===== src/hw/rtl/mahd_pkg.sv =====
package mahd_pkg;

  typedef enum logic [2:0] {
    StOk         = 3'd0,
    StBadSync    = 3'd1,
    StResVersion = 3'd2,
    StResLayer   = 3'd3,
    StBadBitrate = 3'd4,
    StResRate    = 3'd5
  } status_e;

  // Decoded header handed from the front to the back.
  typedef struct packed {
    status_e     status;
    logic [1:0]  version_code;
    logic [1:0]  layer_code;
    logic [8:0]  bitrate_kbps;
    logic [15:0] sample_rate_hz;
    logic        padding_bit;
    logic [1:0]  channel_code;
    logic [1:0]  rate_idx;
  } hdr_t;

  typedef struct packed {
    status_e     status;
    logic [1:0]  version_code;
    logic [1:0]  layer_code;
    logic [8:0]  bitrate_kbps;
    logic [15:0] sample_rate_hz;
    logic        padding_bit;
    logic [1:0]  channel_code;
    logic [11:0] frame_bytes;
  } res_t;

  localparam logic [10:0] Layer1Factor  = 11'd120;
  localparam logic [10:0] Layer23Factor = 11'd1440;

  localparam int          RecipShift = 20;
  localparam logic [8:0]  Div44k     = 9'd441;
  localparam logic [8:0]  Div48k     = 9'd480;
  localparam logic [8:0]  Div32k     = 9'd320;
  localparam logic [11:0] Recip44k   = 12'((1 << RecipShift) / 441);
  localparam logic [11:0] Recip48k   = 12'((1 << RecipShift) / 480);
  localparam logic [11:0] Recip32k   = 12'((1 << RecipShift) / 320);

  // Index: [low sampling frequency][layer][bitrate index]
  localparam logic [8:0] BrTab [2][3][16] = '{
    '{
      '{9'd0, 9'd32, 9'd64, 9'd96, 9'd128, 9'd160, 9'd192, 9'd224,
        9'd256, 9'd288, 9'd320, 9'd352, 9'd384, 9'd416, 9'd448, 9'd0},
      '{9'd0, 9'd32, 9'd48, 9'd56, 9'd64, 9'd80, 9'd96, 9'd112,
        9'd128, 9'd160, 9'd192, 9'd224, 9'd256, 9'd320, 9'd384, 9'd0},
      '{9'd0, 9'd32, 9'd40, 9'd48, 9'd56, 9'd64, 9'd80, 9'd96,
        9'd112, 9'd128, 9'd160, 9'd192, 9'd224, 9'd256, 9'd320, 9'd0}
    },
    '{
      '{9'd0, 9'd32, 9'd48, 9'd56, 9'd64, 9'd80, 9'd96, 9'd112,
        9'd128, 9'd144, 9'd160, 9'd176, 9'd192, 9'd224, 9'd256, 9'd0},
      '{9'd0, 9'd8, 9'd16, 9'd24, 9'd32, 9'd40, 9'd48, 9'd56,
        9'd64, 9'd80, 9'd96, 9'd112, 9'd128, 9'd144, 9'd160, 9'd0},
      '{9'd0, 9'd8, 9'd16, 9'd24, 9'd32, 9'd40, 9'd48, 9'd56,
        9'd64, 9'd80, 9'd96, 9'd112, 9'd128, 9'd144, 9'd160, 9'd0}
    }
  };

  localparam logic [15:0] HzTab [3][4] = '{
    '{16'd44100, 16'd48000, 16'd32000, 16'd0},
    '{16'd22050, 16'd24000, 16'd16000, 16'd0},
    '{16'd11025, 16'd12000, 16'd8000,  16'd0}
  };

  // Base rate divided by 100; lower versions fold into the dividend shift.
  function automatic logic [8:0] rate_div(input logic [1:0] idx);
    logic [8:0] d;
    unique case (idx)
      2'd0:    d = Div44k;
      2'd1:    d = Div48k;
      default: d = Div32k;
    endcase
    return d;
  endfunction

  function automatic logic [11:0] rate_recip(input logic [1:0] idx);
    logic [11:0] r;
    unique case (idx)
      2'd0:    r = Recip44k;
      2'd1:    r = Recip48k;
      default: r = Recip32k;
    endcase
    return r;
  endfunction

endpackage


===== src/hw/rtl/mahd_fifo.sv =====
module mahd_fifo import mahd_pkg::*; #(
  parameter int Width = 8,
  parameter int Depth = 2
) (
  input  logic             clk_i,
  input  logic             rst_ni,
  input  logic             push_i,
  input  logic [Width-1:0] wdata_i,
  output logic             full_o,
  input  logic             pop_i,
  output logic [Width-1:0] rdata_o,
  output logic             empty_o
);

  localparam int PtrW = (Depth > 1) ? $clog2(Depth) : 1;
  localparam int CntW = $clog2(Depth + 1);

  logic [Width-1:0] mem_q [Depth];
  logic [PtrW-1:0]  wr_ptr_q, wr_ptr_d, rd_ptr_q, rd_ptr_d;
  logic [CntW-1:0]  count_q, count_d;
  logic             do_push, do_pop;

  assign full_o  = (count_q == CntW'(Depth));
  assign empty_o = (count_q == '0);
  assign do_push = push_i && !full_o;
  assign do_pop  = pop_i && !empty_o;
  assign rdata_o = mem_q[rd_ptr_q];

  always_comb begin
    wr_ptr_d = wr_ptr_q;
    rd_ptr_d = rd_ptr_q;
    count_d  = count_q;
    if (do_push) begin
      wr_ptr_d = (wr_ptr_q == PtrW'(Depth - 1)) ? '0 : wr_ptr_q + 1'b1;
    end
    if (do_pop) begin
      rd_ptr_d = (rd_ptr_q == PtrW'(Depth - 1)) ? '0 : rd_ptr_q + 1'b1;
    end
    if (do_push && !do_pop) begin
      count_d = count_q + 1'b1;
    end else if (do_pop && !do_push) begin
      count_d = count_q - 1'b1;
    end
  end

  always_ff @(posedge clk_i or negedge rst_ni) begin
    if (!rst_ni) begin
      wr_ptr_q <= '0;
      rd_ptr_q <= '0;
      count_q  <= '0;
    end else begin
      wr_ptr_q <= wr_ptr_d;
      rd_ptr_q <= rd_ptr_d;
      count_q  <= count_d;
    end
  end

  always_ff @(posedge clk_i) begin
    if (do_push) begin
      mem_q[wr_ptr_q] <= wdata_i;
    end
  end

  a_count_bound: assert property (@(posedge clk_i) disable iff (!rst_ni)
    count_q <= CntW'(Depth))
    else $error("queue count beyond depth");

endmodule


===== src/hw/rtl/mahd_front.sv =====
module mahd_front import mahd_pkg::*; (
  input  logic [31:0] header_word_i,
  output hdr_t        hdr_o
);

  logic [7:0] b0, b1, b2, b3;
  logic [1:0] vbits, lbits, sidx, ver, lay, mode;
  logic [3:0] bidx;
  logic       lsf;

  assign b0    = header_word_i[31:24];
  assign b1    = header_word_i[23:16];
  assign b2    = header_word_i[15:8];
  assign b3    = header_word_i[7:0];
  assign vbits = b1[4:3];
  assign lbits = b1[2:1];
  assign bidx  = b2[7:4];
  assign sidx  = b2[3:2];
  assign mode  = b3[7:6];
  assign ver   = (vbits == 2'd3) ? 2'd0 : (vbits == 2'd2) ? 2'd1 : 2'd2;
  assign lay   = 2'd3 - lbits;
  assign lsf   = (ver != 2'd0);

  // First failing check sets the status; a rejected word carries zeros.
  always_comb begin
    hdr_o = '0;
    priority if (b0 != 8'hFF || b1[7:5] != 3'b111) begin
      hdr_o.status = StBadSync;
    end else if (vbits == 2'd1) begin
      hdr_o.status = StResVersion;
    end else if (lbits == 2'd0) begin
      hdr_o.status = StResLayer;
    end else if (bidx == 4'd0 || bidx == 4'd15) begin
      hdr_o.status = StBadBitrate;
    end else if (sidx == 2'd3) begin
      hdr_o.status = StResRate;
    end else begin
      hdr_o.status         = StOk;
      hdr_o.version_code   = ver;
      hdr_o.layer_code     = lay;
      hdr_o.bitrate_kbps   = BrTab[lsf][lay][bidx];
      hdr_o.sample_rate_hz = HzTab[ver][sidx];
      hdr_o.padding_bit    = b2[1];
      hdr_o.channel_code   = mode + 2'd1;
      hdr_o.rate_idx       = sidx;
    end
  end

endmodule


===== src/hw/rtl/mahd_back.sv =====
module mahd_back import mahd_pkg::*; (
  input  logic clk_i,
  input  logic rst_ni,
  input  logic in_empty_i,
  input  hdr_t in_hdr_i,
  output logic in_pop_o,
  input  logic out_full_i,
  output logic out_push_o,
  output res_t out_res_o
);

  // Slots are floor(K*br*2^ver/d) + padding, d = base rate / 100.
  // Quotient comes from a truncated reciprocal, low by at most one.
  typedef struct packed {
    hdr_t        hdr;
    logic [19:0] dividend;
    logic [8:0]  divisor;
  } div_t;

  div_t        s1_q, s1_d, s2_q, s3_q;
  logic        v1_q, v2_q, v3_q;
  logic        rdy1, rdy2, rdy3;
  logic [11:0] recip1_q;
  logic [11:0] q0_2_q, q0_3_q;
  logic [20:0] qd3_q;
  logic [19:0] prod1;
  logic [21:0] shifted1;
  logic [31:0] recip_prod;
  logic [19:0] diff3;
  logic [11:0] quot3, sum3, len3;

  assign rdy3     = !v3_q || !out_full_i;
  assign rdy2     = !v2_q || rdy3;
  assign rdy1     = !v1_q || rdy2;
  assign in_pop_o = rdy1 && !in_empty_i;

  assign prod1    = 20'((in_hdr_i.layer_code == 2'd0) ? Layer1Factor : Layer23Factor)
                  * 20'(in_hdr_i.bitrate_kbps);
  assign shifted1 = {2'b00, prod1} << in_hdr_i.version_code;

  always_comb begin
    s1_d.hdr      = in_hdr_i;
    // Largest dividend is 921600, inside 20 bits.
    s1_d.dividend = shifted1[19:0];
    s1_d.divisor  = rate_div(in_hdr_i.rate_idx);
  end

  assign recip_prod = 32'(s1_q.dividend) * 32'(recip1_q);

  // Fix up the estimate and form the length.
  assign diff3 = s3_q.dividend - qd3_q[19:0];
  assign quot3 = q0_3_q + 12'(diff3 >= 20'(s3_q.divisor));
  assign sum3  = quot3 + 12'(s3_q.hdr.padding_bit);
  assign len3  = (s3_q.hdr.layer_code == 2'd0) ? {sum3[9:0], 2'b00} : sum3;

  always_comb begin
    out_res_o.status         = s3_q.hdr.status;
    out_res_o.version_code   = s3_q.hdr.version_code;
    out_res_o.layer_code     = s3_q.hdr.layer_code;
    out_res_o.bitrate_kbps   = s3_q.hdr.bitrate_kbps;
    out_res_o.sample_rate_hz = s3_q.hdr.sample_rate_hz;
    out_res_o.padding_bit    = s3_q.hdr.padding_bit;
    out_res_o.channel_code   = s3_q.hdr.channel_code;
    out_res_o.frame_bytes    = (s3_q.hdr.status == StOk) ? len3 : '0;
  end

  assign out_push_o = v3_q;

  always_ff @(posedge clk_i or negedge rst_ni) begin
    if (!rst_ni) begin
      v1_q <= 1'b0;
      v2_q <= 1'b0;
      v3_q <= 1'b0;
    end else begin
      if (rdy1) begin
        v1_q <= !in_empty_i;
      end
      if (rdy2) begin
        v2_q <= v1_q;
      end
      if (rdy3) begin
        v3_q <= v2_q;
      end
    end
  end

  always_ff @(posedge clk_i) begin
    if (rdy1) begin
      s1_q     <= s1_d;
      recip1_q <= rate_recip(in_hdr_i.rate_idx);
    end
    if (rdy2) begin
      s2_q   <= s1_q;
      q0_2_q <= recip_prod[31:20];
    end
    if (rdy3) begin
      s3_q   <= s2_q;
      q0_3_q <= q0_2_q;
      qd3_q  <= 21'(q0_2_q) * 21'(s2_q.divisor);
    end
  end

  a_remainder_range: assert property (@(posedge clk_i) disable iff (!rst_ni)
    v3_q && s3_q.hdr.status == StOk |-> diff3 < {s3_q.divisor, 1'b0})
    else $error("quotient estimate off by more than one");

  a_len_nonzero: assert property (@(posedge clk_i) disable iff (!rst_ni)
    v3_q && s3_q.hdr.status == StOk |-> len3 != '0)
    else $error("valid header produced zero frame length");

endmodule


===== src/hw/rtl/mpeg_audio_header_decode_unit.sv =====
// Decodes one 32-bit MPEG audio frame header word (first byte in bits 31:24)
// into status, version, layer, bitrate, sample rate, padding, channel mode and
// frame length in bytes. Rejected words report the first failing check and
// zero in every other field. A word can be pushed every cycle while full is
// low. The frame length comes from a three-stage reciprocal multiply with a
// one-step correction, which takes a new word each cycle unless the full
// result queue stalls it. Full rises when the QueueDepth-entry queue in front
// of that pipeline fills, which happens only while the ResultDepth-entry
// result queue is held full by a stalled pop.
module mpeg_audio_header_decode_unit import mahd_pkg::*; #(
  parameter int QueueDepth  = 2,
  parameter int ResultDepth = 4
) (
  input  logic        clk_i,
  input  logic        rst_ni,
  input  logic        push,
  output logic        full,
  input  logic [31:0] header_word_i,
  output logic        empty,
  input  logic        pop,
  output logic [2:0]  status_o,
  output logic [1:0]  version_code_o,
  output logic [1:0]  layer_code_o,
  output logic [8:0]  bitrate_kbps_o,
  output logic [15:0] sample_rate_hz_o,
  output logic        padding_bit_o,
  output logic [1:0]  channel_code_o,
  output logic [11:0] frame_bytes_o
);

  hdr_t hdr_in, hdr_mid;
  res_t res_back, res_out;
  logic mid_empty, mid_pop;
  logic res_full, res_push;
  logic [$bits(hdr_t)-1:0] mid_rdata;
  logic [$bits(res_t)-1:0] res_rdata;

  mahd_front u_front (
    .header_word_i(header_word_i),
    .hdr_o        (hdr_in)
  );

  mahd_fifo #(
    .Width($bits(hdr_t)),
    .Depth(QueueDepth)
  ) u_mid_queue (
    .clk_i  (clk_i),
    .rst_ni (rst_ni),
    .push_i (push),
    .wdata_i(hdr_in),
    .full_o (full),
    .pop_i  (mid_pop),
    .rdata_o(mid_rdata),
    .empty_o(mid_empty)
  );

  assign hdr_mid = hdr_t'(mid_rdata);

  mahd_back u_back (
    .clk_i     (clk_i),
    .rst_ni    (rst_ni),
    .in_empty_i(mid_empty),
    .in_hdr_i  (hdr_mid),
    .in_pop_o  (mid_pop),
    .out_full_i(res_full),
    .out_push_o(res_push),
    .out_res_o (res_back)
  );

  mahd_fifo #(
    .Width($bits(res_t)),
    .Depth(ResultDepth)
  ) u_res_queue (
    .clk_i  (clk_i),
    .rst_ni (rst_ni),
    .push_i (res_push),
    .wdata_i(res_back),
    .full_o (res_full),
    .pop_i  (pop),
    .rdata_o(res_rdata),
    .empty_o(empty)
  );

  assign res_out          = res_t'(res_rdata);
  assign status_o         = res_out.status;
  assign version_code_o   = res_out.version_code;
  assign layer_code_o     = res_out.layer_code;
  assign bitrate_kbps_o   = res_out.bitrate_kbps;
  assign sample_rate_hz_o = res_out.sample_rate_hz;
  assign padding_bit_o    = res_out.padding_bit;
  assign channel_code_o   = res_out.channel_code;
  assign frame_bytes_o    = res_out.frame_bytes;

  a_reject_zero: assert property (@(posedge clk_i) disable iff (!rst_ni)
    !empty && status_o != StOk |->
      frame_bytes_o == '0 && bitrate_kbps_o == '0 && sample_rate_hz_o == '0)
    else $error("rejected word carries nonzero fields");

endmodule


===== config.mk =====
export PLATFORM = sky130hd
export DESIGN_NAME = mpeg_audio_header_decode_unit
export DESIGN_NICKNAME = d
export VERILOG_FILES = /design/src/hw/rtl/mahd_pkg.sv /design/src/hw/rtl/mahd_fifo.sv /design/src/hw/rtl/mahd_front.sv /design/src/hw/rtl/mahd_back.sv /design/src/hw/rtl/mpeg_audio_header_decode_unit.sv
export SDC_FILE = /design/constraint.sdc
export NUM_CORES = 1
export LEC_CHECK = 0
export ABC_CLOCK_PERIOD_IN_PS = 13870
export BUFFER_PORTS_ARGS = -buffer_cell sky130_fd_sc_hd__buf_2
export CORE_ASPECT_RATIO = 0.7
export CORE_MARGIN = 2
export CORE_UTILIZATION = 49
export DETAILED_ROUTE_END_ITERATION = 16
export PLACE_DENSITY = 0.67
export SLEW_MARGIN = 20
export SYNTH_ARGS = -nofsm -noshare
export SYNTH_HDL_FRONTEND = slang
export SYNTH_SLANG_ARGS = --single-unit

===== constraint.sdc =====
create_clock -name clk_i -period 13.87 [get_ports clk_i]
set_input_delay 1.387 -clock clk_i [delete_from_list [all_inputs] [get_ports clk_i]]
set_output_delay 1.387 -clock clk_i [all_outputs]
set_load 0.05 [all_outputs]

# Word level (Yosys, flattened, before mapping)
# Memory sizes are Yosys's and may differ from the RTL's.
# Index checks and enable logic that the tools add are counted.
[op_classes] addsub=13 mul=3 div_mod_pow=0 n_lt_le_gt_ge=6 n_eq_ne=12 shifts=1 n_mux=44 bitwise=5 reduce_logical=36
[ops] operator="two-way mux 432 bit" n=2
[ops] operator="two-way mux 412 bit" n=1
[ops] operator="binary-select mux 144 bit (select 2 bit)" n=1
[ops] operator="two-way mux 144 bit" n=2
[ops] operator="two-way mux 34 bit" n=5
[ops] operator="binary-select mux 64 bit (select 2 bit)" n=1
[ops] operator="two-way mux 64 bit" n=2
[ops] operator="binary-select mux 9 bit (select 4 bit)" n=1
[ops] operator="binary-select mux 16 bit (select 2 bit)" n=1
[ops] operator="multiplier 20 x 12 -> 32 bit" n=1
[ops] operator="two-way mux 16 bit" n=2
[ops] operator="adder 12 x 1 -> 12 bit" n=2
[ops] operator="two-way mux 12 bit" n=2
[ops] operator="case mux 11 bit (2 select lines)" n=1
[ops] operator="two-way mux 3 bit" n=7
[ops] operator="greater-or-equal comparator 20 x 9 -> 1 bit" n=1
[ops] operator="multiplier 12 x 9 -> 20 bit" n=1
[ops] operator="multiplier 20 x 9 -> 20 bit" n=1
[ops] operator="<< shifter 20 x 2 -> 20 bit" n=1
[ops] operator="subtractor 20 bit" n=1
[ops] operator="two-way mux 9 bit" n=2
[ops] operator="case mux 8 bit (2 select lines)" n=1
[ops] operator="== test 2 bit (second input constant)" n=6
[ops] operator="two-way mux 2 bit" n=6
[ops] operator="other kinds (26)" n=69
[word_totals] ff_bits=262 latchBits=0 ram_bits=262 rom_bits=0 inputBits=36 out_inout_bits=49 word_cells=162 n_memories=2
[memory_table] name="u_res_queue.mem_q" words=4 width=47 read_ports=1 rd_clocked_by_memory_dff=0 write_ports=1 line_no="mahd_fifo.sv:18" source="logic [Width-1:0] mem_q [Depth];"
[memory_table] name="u_mid_queue.mem_q" words=2 width=37 read_ports=1 rd_clocked_by_memory_dff=0 write_ports=1 line_no="mahd_fifo.sv:18"

# Longest topological paths before layout
# Gate-level depths: netlist (run 1).
[logic_depth] depth_word=19 depth_mapped=24 ltp_nobuf=24

# Modules after synthesis
# Synthesis (run 1) repeated with hierarchy kept, for this count alone.
[hier_totals] cells_unflattened=2124 hier_area_um2=28736.3
[modules_own_cells] mod="mahd_back" n_inst=1 cells_per_inst=1533 area_per_inst_um2=17346.6 seq_area_each_um2=6411.1
[modules_own_cells] mod="mahd_fifo (u_res_queue)" n_inst=1 cells_per_inst=283 area_per_inst_um2=7245.7 seq_area_each_um2=5820.6
[modules_own_cells] mod="mahd_fifo (u_mid_queue)" n_inst=1 cells_per_inst=134 area_per_inst_um2=2949.1 seq_area_each_um2=2322.2
[modules_own_cells] mod="mahd_front" n_inst=1 cells_per_inst=174 area_per_inst_um2=1194.9 seq_area_each_um2=0.0

# Least setup slack after synthesis (run 1)
# No wires, ideal clock.
[synth_timing] path_kind="reg-to-reg" from="register u_mid_queue.rd_ptr_q" to="register u_back.s1_q[27] (netlist name), data pin" setup_time_ns=0.275 arrival_time_ns=5.633 required_time_ns=13.595 setup_slack_ns=7.962 path_stages_with_launch=23 n_path_buf=3 period_less_slack_ns=5.908 cell_sequence="dfrtp_1 > clkbuf_1 > buf_1 > buf_1 > mux2i_1 > inv_1 > fa_1 > inv_1 > fa_1 > inv_1 > fa_1 > inv_1 > fa_1 > inv_1 > ha_1 > o21a_1 > nor2_1 > a21oi_1 > a211o_1 > o41ai_1 > xnor2_1 > mux2i_1 > mux2i_1"
[synth_rtl] element="start: declaration" line_no="mahd_fifo.sv:19" source="logic [PtrW-1:0] wr_ptr_q, wr_ptr_d, rd_ptr_q, rd_ptr_d;"
[synth_rtl] element="start signal: assignment" line_no="mahd_fifo.sv:53" source="rd_ptr_q <= rd_ptr_d;"
[synth_rtl] element="end signal: assignment" line_no="mahd_back.sv:89" source="s1_q <= s1_d;"
[synth_rtl] element="end: declaration" line_no="mahd_back.sv:20" source="div_t s1_q, s1_d, s2_q, s3_q;"

==> summary.txt, run 1 <==
CP max stage delay -> 830 ps
Worst hold path type -> flop to flop
Buf+Inv Stages, Crit Path -> 1
CTS Buffer Depth -> 3
Vias in the first global route -> 15223
Die width -> 278.8 um
Slowest CP cell -> edfxtp_1
Drt drc -> 0
Post-CTS Setup Inserts -> 0
Critical path depth -> 17
Worst slew pin tran -> 983.4 ps
Critical Path, Cell by Cell -> nand2_1, fa_1, inv_1, fa_1, fa_1, fa_1, fa_1, ha_1, a2111oi_2, o21ai_1, or3_1, a41oi_2, o311ai_2, o41ai_4, nor2_2, a311oi_2, xnor2_1
Filler cell count in the final layout -> 4257
Post-route ant nets -> 0
Commonest non-fill, non-tap cell in the layout -> edfxtp_1
Cts repair resizes -> 0
GR Util All Layers -> 18.88%
Pin count of the biggest net entering global routing -> 75
PortBufs -> 72
Sequential fraction of the synthesis area -> 50.98%
CP arrival -> 6750 ps
Via count -> 14804
Overflow left after global routing -> 0
Worst skew pair latency -> 570 ps
Hold WS -> 408.8 ps
Clock slew seen by the registers of the worst setup and hold paths -> 70 ps
Reg2Reg Depth -> 17
Mapped cell area -> 25900 um2
Post-DP HPWL -> 36100 um
Max_slew headroom -> 34.44%
Syn avg cell area -> 13.22 um2
Initial antenna violation count -> 0
Detailed Route Iter0 Violations -> 1092
Minimum clock period -> 6470 ps
R2r setup slk -> 7400 ps
M1 WL -> 24860 um
Crit path top cell by count -> fa_1
CTS Buf Count -> 42
Highest Signal Layer -> met4
Placed insts -> 2685
RSZ-0062 raised after global routing -> false
Metal3 WL -> 2536 um
Diode count -> 0
Row Count -> 70
Setup crit end -> u_back.q0_2_q[11]
Share of cells above drive strength 1 -> 11.46%
CTS tree -> done
WL met2 -> 21930 um
Initial Util -> 49.61%
CP top delay family -> adder cells
Multi-input gate area -> 11480 um2
Period utilisation layout -> 46.64%
Final worst slack -> 7400 ps
Final setup vio count -> 0
Syn-to-layout area delta -> 9.981%
GPL Wtd Cong -> 0.8614
Fin. Hold Viols -> 0
Critical Path Sink Type -> flop
Post-synthesis instance total -> 1959
Register bit total from synthesis -> 442
Setup WS pre-CTS -> 7478 ps
Worst Setup SP -> u_back.s1_q[4]
Max-slew violations -> 0
FF+latch area -> 13210 um2
Root buf cell -> clkbuf_16
DR WL/cell -> 18.19 um
Synth Warn # -> 0
Detailed Route WL -> 50200 um
Post-synth EDFFs -> 428
Hold-fix buffers, CTS -> 0
Net count, final -> 2457
Asr flop ratio synth -> 3.167%
CP Data Required Time -> 14150 ps
Reg-to-Reg End -> u_back.q0_2_q[11]
First-pass GRT wire length -> 81500 um
Die Area -> 54740 um2
CTS H-tree depth -> 2
Status -> finished, final reports clean
R2R Path Start -> u_back.s1_q[4]
Primary FF master, synth -> edfxtp_1
Worst-path maximum fanout -> 18
TNS Setup -> 0 ps
Via density -> 5.364
Fmax -> 0.1546 GHz
Cell taking the most area after synthesis -> edfxtp_1
Pre-antenna DRT Iters -> 7
DIE HEIGHT -> 196.4 um
# clock sinks -> 442
Library cells used by synthesis -> 67
Synth top area share -> 49.63%
Max_cap viols -> 0
Post-Layout Cell Count -> 2760
Nature of the critical path startpoint -> flop
Commonest cells after routing, fill and taps aside -> edfxtp_1 (428), inv_1 (279), ha_1 (222), fa_1 (154), nand2_1 (115)
Area contributors post-synth -> edfxtp_1 (50%), fa_1 (12%), ha_1 (11%), inv_1 (4.1%), mux4_2 (3.7%)
Worst setup path class -> flop to flop
IO Count -> 85
Clock skew -> 36.91 ps
Core ar. -> 52200 um2
-- synth_stat cells, types with 7 or more instances --
cell      number
and3_1        11
a21o_1        13
edfxtp_1     428
nor2b_1       16
a21oi_1       65
and2_1        66
nand2b_1      15
mux2_2        27
o211ai_1       7
o22ai_1        7
a211oi_1      17
xnor2_1       47
mux4_2        42
nand3_1       24
buf_1          9
dfrtp_1       14
o21ai_0       53
or3_1          7
inv_1        280
a31oi_1        8
ha_1         222
nand2_1      116
clkbuf_1      43
nor2_1       111
mux2i_1       32
xor2_1        14
o21a_1         8
nor3_1        25
fa_1         154
-- per-layer routing --
metal  vias to the layer above  global-route usage (%)
li1                       7021                       -
met5                         -                       0
met4                         0                   4.321
met3                        72                   3.082
met1                      7361                   28.99
met2                       350                   28.36
-- worst register-to-register path, stage by stage (launching register included) --
cell and delay (ps):
edfxtp_1 830, nand2_1 200, fa_1 530, inv_1 60, fa_1 550, fa_1 440, fa_1 550, fa_1 460
ha_1 320, a2111oi_2 340, o21ai_1 170, or3_1 430, a41oi_2 320, o311ai_2 200, o41ai_4 340, nor2_2 60
a311oi_2 300, xnor2_1 120
-- final cells by class --
class                           count  area share, %
Multi-Input combinational cell   1193          40.30
Clock inverter                     24          1.107
Sequential cell                   442          46.36
Timing Repair Buffer               85          1.608
Inverter                          281          3.707
Clock buffer                       51          3.914
Tap cell                          684          3.005
-- worst min-delay path by stage --
stage                    start                    to  slack [ps]  depth (start not counted)
6_report       u_back.s2_q[47]  u_back.out_res_o[28]         410                          0
5_1_grt        u_back.s2_q[47]  u_back.out_res_o[28]         410                          0
4_1_cts        u_back.s2_q[47]  u_back.out_res_o[28]         390                          0
3_5_place_dp   u_back.s2_q[57]  u_back.out_res_o[38]         400                          0
3_3_place_gp   u_back.s1_q[46]       u_back.s2_q[46]         400                          0
2_1_floorplan  u_back.s2_q[31]  u_back.out_res_o[12]         400                          0
-- kinds of logic (layout without fill, tap and decap cells) --
group                      Yosys count  after routing  share of synthesized area (%)
muxes                              101            101                          6.063
buffers and inverters              339            441                          4.991
DFF                                442            442                          50.98
xor gates and xnor gates            61             61                          2.063
AOI/OAI and AO/OA                  221            221                          5.527
other                                2             17                        0.02900
and+or+nand+nor                    417            417                          7.720
adders and majority gates          376            376                          22.63
-- state kept, by name, summed over array words and instances, names as in the netlist, 3 cells and up --
| register | count |
|---|---|
| u_back.out_res_o | 30 |
| u_back.q0_2_q | 12 |
| u_back.q0_3_q | 12 |
| u_back.qd3_q | 20 |
| u_back.s1_q | 50 |
| u_back.s2_q | 50 |
| u_back.s3_q | 20 |
| u_mid_queue.mem_q | 64 |
| u_res_queue.count_q | 3 |
| u_res_queue.mem_q | 168 |
-- metrics by stage --
stage,util [%],area [um2]
finish,54.57,28480
global route,54.57,28480
CTS,54.56,28480
detailed placement,51.82,27050
global placement,51.82,27050
floorplan,-,25950
Power of run 1 is not shown: default switching activity piles up to over one toggle a cycle in this logic, so the estimate is an artifact.
==> inputs of run 2 (changes only) <==
- ABC_CLOCK_PERIOD_IN_PS: 13870 -> 6300
- clock period: 13.87 -> 6.3 ns (I/O delays scaled with it)
==> run 2 against run 1 <==
Net effect:
- clock skew shrank 5.8 ps
- register-to-register slack lost 7000 ps
- sequential share of layout area is essentially flat
- final area is essentially flat
- non-clock buffer count grew 12
- first-iteration DRC count grew 8.6%
- clock-buffer cell count shrank 1
- final cell count grew 0.58%
- critical endpoint unchanged
- via count grew 0.28%
- highest routed layer unchanged
- largest cell class unchanged
- worst setup slack lost 7000 ps
- core utilization is essentially flat
==> summary.txt, run 2 (synthesis gave the netlist of run 1 again) <==
DIE HEIGHT -> 196.4 um
Via count -> 14846
Commonest non-fill, non-tap cell in the layout -> edfxtp_1
Placed insts -> 2696
Worst slew pin tran -> 940.9 ps
Met1 Track Usage GR -> 29.45%
Die Area -> 54740 um2
CTS Buffer Depth -> 3
Core ar. -> 52200 um2
Share of cells above drive strength 1 -> 11.95%
Overflow left after global routing -> 0
Syn-to-layout area delta -> 9.943%
Buf+Inv Stages, Crit Path -> 0
DR WL/cell -> 18.18 um
Row Count -> 70
Detailed Route WL -> 50480 um
Critical Path Sink Type -> flop
Minimum clock period -> 5889 ps
Max_cap viols -> 0
Fmax -> 0.1698 GHz
CTS H-tree depth -> 2
CTS Buf Count -> 43
Met2 usage -> 29.08%
TNS Setup -> 0 ps
Initial antenna violation count -> 0
Nature of the critical path startpoint -> flop
Post-CTS Setup Inserts -> 0
Max_slew headroom -> 37.27%
Period utilisation layout -> 93.48%
# clock sinks -> 442
Critical Path, Cell by Cell -> and2_1, ha_1, fa_1, fa_1, fa_1, fa_1, ha_1, a2111oi_2, o21ai_1, or3_1, a41oi_2, o311ai_2, o41ai_4, nor2_2, a311oi_2, xnor2_1
Diode count -> 0
Detailed Route Iter0 Violations -> 1186
Biggest regs -> u_res_queue.mem_q x168, u_mid_queue.mem_q x64
Commonest cells after routing, fill and taps aside -> edfxtp_1 (428), inv_1 (279), ha_1 (222), fa_1 (154), nand2_1 (115)
Drt drc -> 0
CP arrival -> 6180 ps
Clock slew seen by the registers of the worst setup and hold paths -> 60 ps
Post-route ant nets -> 0
Vias in the first global route -> 15198
Slowest CP cell -> edfxtp_1
Worst hold path type -> input pin to flop
GPL Wtd Cong -> 0.9050
CTS tree -> done
IO Count -> 85
CP max stage delay -> 660 ps
Worst skew pair latency -> 570 ps
Busiest grt layer -> met1
Clock skew -> 31.12 ps
PortBufs -> 72
Pre-antenna DRT Iters -> 5
Reg2Reg Depth -> 16
Post-DP HPWL -> 36860 um
Biggest register -> u_res_queue.mem_q
Largest register FFs -> 168
Max-slew violations -> 0
GR Util All Layers -> 19.02%
Status -> finished, final reports clean
Worst setup path class -> flop to flop
Critical path depth -> 16
CP top delay family -> adder cells
Pin count of the biggest net entering global routing -> 71
Via density -> 5.348
Initial Util -> 49.61%
Finished Core Util -> 54.55%
Net count, final -> 2470
Crit path top cell by count -> fa_1
Die width -> 278.8 um
Post-Layout Cell Count -> 2776
Hold-critical path depth -> 3
First-pass GRT wire length -> 82230 um
Final setup vio count -> 0
CP Data Required Time -> 6590 ps
Worst-path maximum fanout -> 17
Root buf cell -> clkbuf_16
RSZ-0062 raised after global routing -> false
Global Route met3 Usage -> 2.394%
Fin. Hold Viols -> 0
[run 2: cell types whose count changed in the layout (fill, tap and decap cells not counted), moves of 2 or more]
cell	change
buf_4	+11
bufinv_16	-4
clkbuf_8	-3
clkinv_1	+2
clkinv_2	+8
[run 2: tightest hold or removal path, delay by kind of cell]
family	cells	cell delay [ps]
buf+inv	1	100
xor+xnor	1	80
simple gates	1	120
[run 2: routing by layer]
layer  vias up  wire length (um)
li1       7057                 -
met1      7443             25110
met2       300             22690
met3        46              2085
met4         0               601
met5         -                 0
[run 2: path summary, 6_finish.rpt]
path                               startpoint                       to  slack, ps
setup / recovery           u_back.recip1_q[2]        u_back.q0_2_q[11]        410
hold / removal                           push     u_mid_queue.wr_ptr_q        410
setup reg to reg           u_back.recip1_q[2]        u_back.q0_2_q[11]        410
hold reg to reg               u_back.s1_q[35]          u_back.s2_q[35]        410
max in group asynchronous              rst_ni  u_res_queue.rd_ptr_q[1]       5430
min in group asynchronous              rst_ni   u_res_queue.count_q[1]        540
[run 2: area by class of cell]
class	count	area [um2]
clock buffer	50	1102
clock inverter	29	222.7
fill	4246	23730
inverter	281	1056
multi-input combinational	1193	11480
sequential	442	13210
tap	684	855.8
timing repair buffer	97	550.5
[run 2: what timing repair did]
| action | in CTS | in global routing |
|---|---|---|
| hold buffers | 1 | 0 |
| hold endpoints to repair | 14 | 0 |
| resized for setup | 0 | 0 |
[run 2: through the flow]
step           area [um2]  hold slack [ps]  setup WS, ps
2_1_floorplan       25950            334.4         392.3
3_3_place_gp        27130            404.0         409.2
3_5_place_dp        27130            404.5         456.7
4_1_cts             28470            387.3         411.5
5_1_grt             28470            394.1         160.3
6_report            28470            411.3         410.9
Power of run 2 is left out for the same reason.
